$ cat config.mk
export PLATFORM = sky130hd
export DESIGN_NAME = windowed_regression_slope_core
export DESIGN_NICKNAME = d
export VERILOG_FILES = /design/src/rtl/rws_pkg.sv /design/src/rtl/rws_div.sv /design/src/rtl/windowed_regression_slope_core.sv
export SDC_FILE = /design/constraint.sdc
export NUM_CORES = 2
export LEC_CHECK = 0
export ABC_AREA = 1
export BUFFER_PORTS_ARGS = -buffer_cell sky130_fd_sc_hd__buf_4
export CORE_MARGIN = 2
export CORE_UTILIZATION = 50
export DETAILED_ROUTE_END_ITERATION = 10
export PLACE_DENSITY_LB_ADDON = 0.15
export SETUP_SLACK_MARGIN = 0.02
export SYNTH_ARGS = -nofsm -noshare
export SYNTH_HDL_FRONTEND = slang
export SYNTH_SLANG_ARGS = --single-unit
$ cat constraint.sdc
create_clock -name clk -period 11.9 [get_ports clk]
set_input_delay 1.19 -clock clk [delete_from_list [all_inputs] [get_ports clk]]
set_output_delay 1.19 -clock clk [all_outputs]
set_load 0.1 [all_outputs]
$ cat src/rtl/rws_pkg.sv
`timescale 1ns / 1ps
// ----------------------------------------------------------------------------
// Regression slope package
// Fixed field widths and result status codes shared by the slope core and
// its checker.
// ----------------------------------------------------------------------------
package rws_pkg;

	localparam int SAMPLE_PORT_W = 32;
	localparam int WL_W          = 13;
	localparam int SLOPE_W       = 40;
	localparam int STATUS_W      = 2;

	typedef enum logic [STATUS_W-1:0] {
		STATUS_OK      = 2'd0,
		STATUS_SHORT   = 2'd1,
		STATUS_MISSING = 2'd2
	} status_t;

endpackage

$ cat src/rtl/rws_div.sv
`timescale 1ns / 1ps
// ----------------------------------------------------------------------------
// Restoring divider
// Unsigned division, one quotient bit per cycle; quotient and remainder hold
// after done until the next start.
// ----------------------------------------------------------------------------
module rws_div #(
	parameter int NUM_W = 60,
	parameter int DEN_W = 39
) (
	input  logic             clk,
	input  logic             arst_n,
	input  logic             start,
	input  logic [NUM_W-1:0] num,
	input  logic [DEN_W-1:0] den,
	output logic             done,
	output logic [NUM_W-1:0] quot,
	output logic [DEN_W-1:0] rem
);

	localparam int ITER_W = $clog2(NUM_W + 1);

	logic              busy_q;
	logic              done_q;
	logic [ITER_W-1:0] cnt_q;
	logic [DEN_W-1:0]  rem_q;
	logic [NUM_W-1:0]  quo_q;
	logic [DEN_W-1:0]  dvs_q;
	logic [DEN_W:0]    shifted;
	logic [DEN_W:0]    diff;
	logic              ge;

	assign shifted = {rem_q, quo_q[NUM_W-1]};
	assign ge      = shifted >= {1'b0, dvs_q};
	assign diff    = shifted - {1'b0, dvs_q};

	always_ff @(posedge clk or negedge arst_n) begin
		if (!arst_n) begin
			busy_q <= 1'b0;
			done_q <= 1'b0;
			cnt_q  <= '0;
		end else begin
			done_q <= 1'b0;
			if (start) begin
				busy_q <= 1'b1;
				cnt_q  <= ITER_W'(NUM_W);
			end else if (busy_q) begin
				cnt_q <= cnt_q - ITER_W'(1);
				if (cnt_q == ITER_W'(1)) begin
					busy_q <= 1'b0;
					done_q <= 1'b1;
				end
			end
		end
	end

	always_ff @(posedge clk) begin
		if (start) begin
			rem_q <= '0;
			quo_q <= num;
			dvs_q <= den;
		end else if (busy_q) begin
			rem_q <= ge ? diff[DEN_W-1:0] : shifted[DEN_W-1:0];
			quo_q <= {quo_q[NUM_W-2:0], ge};
		end
	end

	assign done = done_q;
	assign quot = quo_q;
	assign rem  = rem_q;

endmodule

$ cat src/rtl/windowed_regression_slope_core.sv
`timescale 1ns / 1ps
// ----------------------------------------------------------------------------
// Windowed regression slope core
// Least-squares slope of a sample series against its index, over a leading
// window of the series.
// ----------------------------------------------------------------------------
// Each sample item is taken while the input is not stalled; one that lies in
// the window and is present is folded into the running sums with a single
// multiply-accumulate. The item that closes a series with enough samples and
// none missing holds the input stalled through S_CLOSE; the S_SQ, S_DEN and
// S_TPROD steps of one shared multiplier, which with S_TDIFF form the
// numerator and denominator; a restoring divider that produces one quotient
// bit per cycle; and S_ROUND and S_FINISH. A closing item that ends in a
// failed status holds the input stalled through S_CLOSE and S_FINISH. Either
// stall grows while an earlier result item still waits. A finished result
// waits in the output register while the next series starts. There is no
// clearing pass after reset.
// ----------------------------------------------------------------------------
module windowed_regression_slope_core #(
	parameter int MAX_WINDOW   = 4096,
	parameter int SAMPLE_WIDTH = 32
) (
	input  logic                               clk,
	input  logic                               arst_n,
	input  logic                               cfg_wr_en,
	input  logic [rws_pkg::WL_W-1:0]           cfg_wr_data,
	input  logic                               in_valid,
	output logic                               in_stall,
	input  logic [rws_pkg::SAMPLE_PORT_W-1:0]  sample_value,
	input  logic                               sample_present,
	input  logic                               last_sample,
	output logic                               out_valid,
	input  logic                               out_stall,
	output logic [rws_pkg::SLOPE_W-1:0]        slope_value,
	output logic [rws_pkg::STATUS_W-1:0]       result_status
);

	localparam int CNT_W  = $clog2(MAX_WINDOW + 1);
	localparam int SY_W   = SAMPLE_WIDTH + CNT_W;
	localparam int SXY_W  = SAMPLE_WIDTH + 2 * CNT_W;
	localparam int XY_W   = CNT_W + 1 + SAMPLE_WIDTH;
	localparam int MA_W   = CNT_W + 1;
	localparam int MB_W   = (SY_W > 2 * CNT_W + 1) ? SY_W : 2 * CNT_W + 1;
	localparam int MP_W   = MA_W + MB_W;
	localparam int DEN_W  = 3 * CNT_W;
	localparam int NUM_W  = SAMPLE_WIDTH + 2 * CNT_W + 2;
	localparam int D_W    = (SXY_W + 2 > MP_W + 1) ? SXY_W + 2 : MP_W + 1;
	localparam int SL_W   = rws_pkg::SLOPE_W;
	localparam int QX_W   = (NUM_W + 1 > SL_W + 1) ? NUM_W + 1 : SL_W + 1;

	typedef enum logic [3:0] {
		S_IDLE,
		S_CLOSE,
		S_SQ,
		S_DEN,
		S_TPROD,
		S_TDIFF,
		S_DIVIDE,
		S_ROUND,
		S_FINISH
	} state_t;

	state_t                    state_q;
	logic [rws_pkg::WL_W-1:0]  window_limit_q;
	logic [CNT_W-1:0]          count_q;
	logic signed [SY_W-1:0]    sy_q;
	logic signed [SXY_W-1:0]   sxy_q;
	logic                      miss_q;
	logic                      out_valid_q;
	logic                      div_start_q;
	rws_pkg::status_t          status_res_q;
	rws_pkg::status_t          status_q;
	logic [SL_W-1:0]           slope_q;
	logic [SL_W-1:0]           slope_res_q;
	logic signed [MP_W-1:0]    prod_q;
	logic [DEN_W-1:0]          den_q;
	logic [NUM_W-1:0]          num_q;
	logic                      neg_q;

	logic [CNT_W-1:0]          win;
	logic                      in_window;
	logic signed [SAMPLE_WIDTH-1:0] y;
	logic signed [XY_W-1:0]    xy;
	logic signed [MA_W-1:0]    mul_a;
	logic signed [MB_W-1:0]    mul_b;
	logic signed [MP_W-1:0]    mul_p;
	logic signed [D_W-1:0]     t_d;
	logic [D_W-1:0]            mag;
	logic [NUM_W-1:0]          mag_n;
	logic [NUM_W-1:0]          num_next;
	logic                      div_done;
	logic [NUM_W-1:0]          div_quot;
	logic [DEN_W-1:0]          div_rem;
	logic [DEN_W:0]            rem2;
	logic                      round_up;
	logic [QX_W-1:0]           q_up;
	logic [QX_W-1:0]           q_lim;
	logic [QX_W-1:0]           q_sat;
	logic [SL_W-1:0]           q_mag;
	logic                      out_free;

	always_comb begin
		if (window_limit_q == '0 || 32'(window_limit_q) > 32'(MAX_WINDOW)) begin
			win = CNT_W'(MAX_WINDOW);
		end else begin
			win = CNT_W'(window_limit_q);
		end
	end

	assign in_window = count_q < win;
	assign y         = sample_value[SAMPLE_WIDTH-1:0];
	assign xy        = $signed({1'b0, count_q}) * y;
	assign in_stall  = state_q != S_IDLE;
	assign out_free  = !out_valid_q || !out_stall;

	always_comb begin
		case (state_q)
			S_SQ: begin
				mul_a = MA_W'(count_q);
				mul_b = MB_W'(count_q);
			end
			S_DEN: begin
				mul_a = MA_W'(count_q);
				mul_b = MB_W'(prod_q - MP_W'(1));
			end
			S_TPROD: begin
				mul_a = MA_W'(count_q - CNT_W'(1));
				mul_b = MB_W'(sy_q);
			end
			default: begin
				mul_a = '0;
				mul_b = '0;
			end
		endcase
	end

	assign mul_p    = mul_a * mul_b;
	assign t_d      = (D_W'(sxy_q) <<< 1) - D_W'(prod_q);
	assign mag      = t_d[D_W-1] ? D_W'(-t_d) : D_W'(t_d);
	assign mag_n    = NUM_W'(mag);
	assign num_next = (mag_n << 2) + (mag_n << 1);

	assign rem2     = {div_rem, 1'b0};
	assign round_up = rem2 >= {1'b0, den_q};
	assign q_up     = QX_W'(div_quot) + QX_W'(round_up);
	assign q_lim    = neg_q ? (QX_W'(1) << (SL_W - 1))
	                        : (QX_W'(1) << (SL_W - 1)) - QX_W'(1);
	assign q_sat    = (q_up > q_lim) ? q_lim : q_up;
	assign q_mag    = q_sat[SL_W-1:0];

	rws_div #(
		.NUM_W (NUM_W),
		.DEN_W (DEN_W)
	) u_div (
		.clk    (clk),
		.arst_n (arst_n),
		.start  (div_start_q),
		.num    (num_q),
		.den    (den_q),
		.done   (div_done),
		.quot   (div_quot),
		.rem    (div_rem)
	);

	always_ff @(posedge clk or negedge arst_n) begin
		if (!arst_n) begin
			state_q        <= S_IDLE;
			window_limit_q <= '0;
			count_q        <= '0;
			sy_q           <= '0;
			sxy_q          <= '0;
			miss_q         <= 1'b0;
			out_valid_q    <= 1'b0;
			div_start_q    <= 1'b0;
			status_res_q   <= rws_pkg::STATUS_OK;
		end else begin
			div_start_q <= (state_q == S_TDIFF);
			if (cfg_wr_en) begin
				window_limit_q <= cfg_wr_data;
			end
			if (state_q == S_FINISH && out_free) begin
				out_valid_q <= 1'b1;
			end else if (!out_stall) begin
				out_valid_q <= 1'b0;
			end
			case (state_q)
				S_IDLE: begin
					if (in_valid) begin
						if (in_window) begin
							if (sample_present) begin
								sy_q  <= sy_q + SY_W'(y);
								sxy_q <= sxy_q + SXY_W'(xy);
							end else begin
								miss_q <= 1'b1;
							end
							count_q <= count_q + CNT_W'(1);
						end
						if (last_sample) begin
							state_q <= S_CLOSE;
						end
					end
				end
				S_CLOSE: begin
					if (count_q < CNT_W'(2)) begin
						status_res_q <= rws_pkg::STATUS_SHORT;
						state_q      <= S_FINISH;
					end else if (miss_q) begin
						status_res_q <= rws_pkg::STATUS_MISSING;
						state_q      <= S_FINISH;
					end else begin
						status_res_q <= rws_pkg::STATUS_OK;
						state_q      <= S_SQ;
					end
				end
				S_SQ:    state_q <= S_DEN;
				S_DEN:   state_q <= S_TPROD;
				S_TPROD: state_q <= S_TDIFF;
				S_TDIFF: state_q <= S_DIVIDE;
				S_DIVIDE: begin
					if (div_done) begin
						state_q <= S_ROUND;
					end
				end
				S_ROUND: state_q <= S_FINISH;
				S_FINISH: begin
					if (out_free) begin
						count_q     <= '0;
						sy_q        <= '0;
						sxy_q       <= '0;
						miss_q      <= 1'b0;
						state_q     <= S_IDLE;
					end
				end
				default: state_q <= S_IDLE;
			endcase
		end
	end

	always_ff @(posedge clk) begin
		case (state_q)
			S_SQ:    prod_q <= mul_p;
			S_DEN:   den_q  <= DEN_W'(mul_p);
			S_TPROD: prod_q <= mul_p;
			S_TDIFF: begin
				num_q <= num_next;
				neg_q <= t_d[D_W-1];
			end
			S_ROUND: slope_res_q <= neg_q ? SL_W'(-q_mag) : q_mag;
			S_FINISH: begin
				if (out_free) begin
					slope_q  <= (status_res_q == rws_pkg::STATUS_OK) ? slope_res_q : '0;
					status_q <= status_res_q;
				end
			end
			default: begin
			end
		endcase
	end

	assign out_valid     = out_valid_q;
	assign slope_value   = slope_q;
	assign result_status = status_q;

endmodule

==> out/results.tsv <==
stage	metric	value	unit
setup_path	slowest stage delay, CP	0.87	ns
die	Row Count	146	
timing	Slew HR	0.120	
synth	post-synthesis cell area	79300	um^2
drt	wire per inst	20.3	um
cts	postcts setup bufs	0	
drt	Via Count	67600	
setup_path	slowest CP cell	nand2_1	
timing	Least-Margin Pin Slew	1.32	ns
timing	fin crit share	0.851	
placed_design	DP Worst Slack	1.94	ns
setup_path	startpoint type of the worst setup path	register	
drt	ANT nets after route	0	
global_route	initial antenna violation count	8	
drt	Routed WL	253000	um
placed_design	post-DP HPWL	209000	um
global_route	vias in the first global route	68500	
timing	setup TNS	0	ns
synth	post-synthesis sequential area ratio	0.184	
cts	Hold Buf Count CTS	0	
synth	Syn Area/Cell	7.68	um^2
cts	root buffer cell	clkbuf_16	
die	starting density of the core	0.502	
synth	Post-synth top flop	edfxtp_1	
synth	Synth async-reset ratio	0.279	
cts	Worst-path clk slew	0.06	ns
global_route	largest net degree at the start of global routing	89	
placed_design	I/O Buffers	95	
timing	Final setup viols	0	
synth	EDFF count, synth	339	
cts	Post-CTS Resized	0	
setup_path	Worst Reg-to-Reg Cells	34	
global_route	GRT Total Usage	0.316	
synth	#FFs+latches synth	524	
global_route	global-route wire length before repair	395000	um
min_path	worst min path class	reg2reg	
cts	TritonCTS clock tree	done	
timing	Clock Skew	0.0370	ns
min_path	Hold Path Depth	0	
setup_path	CP endpoint kind	register	
final_layout	area grow syn2layout	6.67	%
timing	Slew Viols, Final	0	
die	Core Region	158000	um^2
die	Die Ht	402	um
cts	CTS H-tree depth	3	
final_layout	share of layout cells above drive strength 1	0.0387	
cts	later-pin clock latency in the skew report	0.68	ns
synth	Netlist cell types	64	
timing	unrepaired setup endpoints after global routing	false	
cts	cts bufs inserted	67	
final_layout	# nets final	12000	
drt	DRT Pass-1 Iters	8	
drt	Via-to-Cell Ratio	5.43	
setup_path	Arrival @ worst endpoint	10.54	ns
die	Die W	402	um
drt	first-iteration detailed-routing DRC count	5291	
placed_design	placer congestion estimate	1.01	
synth	Synth warnings	0	
die	Die ar.	162000	um^2
setup_path	required time of the critical path	12.31	ns
global_route	Remaining Overflow, GRT	0	
timing	Achievable Freq	0.0988	GHz
synth	Post-Syn Instances	10300	
final_layout	most frequent cells in the layout	inv_1, nand2_1, nor2_1	
timing	Tmin final	10.12	ns
setup_path	Setup Crit Path Kind	reg2reg	
die	I/O pin total	96	
drt	# DRC	0	
run	max cap viols	0	
final_layout	most common cell after layout, fill and taps aside	inv_1	
timing	Hold Vio Cnt, Final	0	
synth	Syn Nets	12000	
cts	Clock Tree Buf Depth	3	
setup_path	Critical Path Fanout Max	40	
cts	# clock sinks	524	
timing	Final WS setup	1.78	ns
outcome	status	finished, final reports clean	
[cell type report]
cell class	instances	area, um^2
Multi-Input combinational cell	7193	54900
Timing Repair Buffer	180	1360
Sequential cell	524	14600
Inverter	2352	8830
Antenna cell	3	7.51
Clock buffer	88	1800
Fill cell	15300	73300
Clock inverter	36	418
Tap cell	2072	2590
[synthesized netlist by cell type, types with 18 or more instances]
cell | n | share of area
buf_1 | 64 | 0.0030
xor2_1 | 238 | 0.026
a21oi_1 | 539 | 0.034
nor2_1 | 1110 | 0.053
a31oi_1 | 102 | 0.0081
fa_1 | 1076 | 0.27
o21bai_1 | 22 | 0.0021
a21o_1 | 19 | 0.0018
o21a_1 | 40 | 0.0038
inv_1 | 2330 | 0.11
o21ai_0 | 454 | 0.029
dfrtp_1 | 146 | 0.046
ha_1 | 547 | 0.086
o221ai_1 | 18 | 0.0020
nand2_1 | 2182 | 0.10
nand3_1 | 224 | 0.014
nand4_1 | 74 | 0.0058
a21boi_0 | 35 | 0.0033
nor4_1 | 32 | 0.0025
o22ai_1 | 67 | 0.0053
o21ai_1 | 29 | 0.0018
clkbuf_1 | 172 | 0.0081
o211ai_1 | 20 | 0.0019
nor3_1 | 65 | 0.0041
edfxtp_1 | 339 | 0.13
xnor2_1 | 135 | 0.015
dfxtp_1 | 39 | 0.0099
nor2_2 | 26 | 0.0021
[through the flow]
step,hold slack (ns),area [um^2],util,instances
6_report,0.445,84500,0.536,12400
5_1_grt,0.459,84500,0.536,12400
2_1_floorplan,0.425,79300,-,10300
4_1_cts,0.447,84500,0.536,12400
3_5_place_dp,0.434,82300,0.522,12300
3_3_place_gp,0.433,82300,0.522,12300
[worst paths after layout]
kind | from | slack, ns | end
max | state_q[1] | 1.78 | prod_q[55]
min | den_q[7] | 0.45 | u_div.dvs_q[7]
max reg2reg | state_q[1] | 1.78 | prod_q[55]
min reg2reg | den_q[7] | 0.45 | u_div.dvs_q[7]
max in group asynchronous | arst_n | 9.76 | sy_q[1]
min in group asynchronous | arst_n | 0.69 | u_div.cnt_q[5]
[kinds of logic (layout without fill, tap and decap cells)]
family	after synthesis	after routing	share of synthesized area
flops	524	524	0.184
simple gates	3778	3778	0.191
mux	4	4	0.000568
buf+inv	2597	2656	0.124
other cells	0	3	0
xor+xnor	373	373	0.0412
fa+ha+maj	1623	1623	0.358
compound gates	1415	1415	0.100
[critical path: cells and delay by family, from the launching register on]
kind,cells,cell delay (ns)
compound gates,8,2.08
xor+xnor,1,0.14
fa+ha+maj,7,3.28
buf+inv,8,1.56
flops,1,0.45
simple gates,10,2.31
[state kept, by name, indices dropped and copies added, names as in the netlist, 40 cells and up]
signal	count
slope_res_q	40
sy_q	45
sxy_q	58
num_q	59
prod_q	59
slope_value	40
u_div.quot	60
[layer usage]
layer	vias to the layer above	share of wire	track usage
li1	31800	-	-
met4	4	0.048	0.136
met1	33100	0.43	0.431
met3	442	0.060	0.0325
met5	-	0.00012	0
met2	2235	0.46	0.512
Power is left out: the tool's default activity adds up to more than one toggle a clock period on the data nets, which glitch-free logic cannot reach.
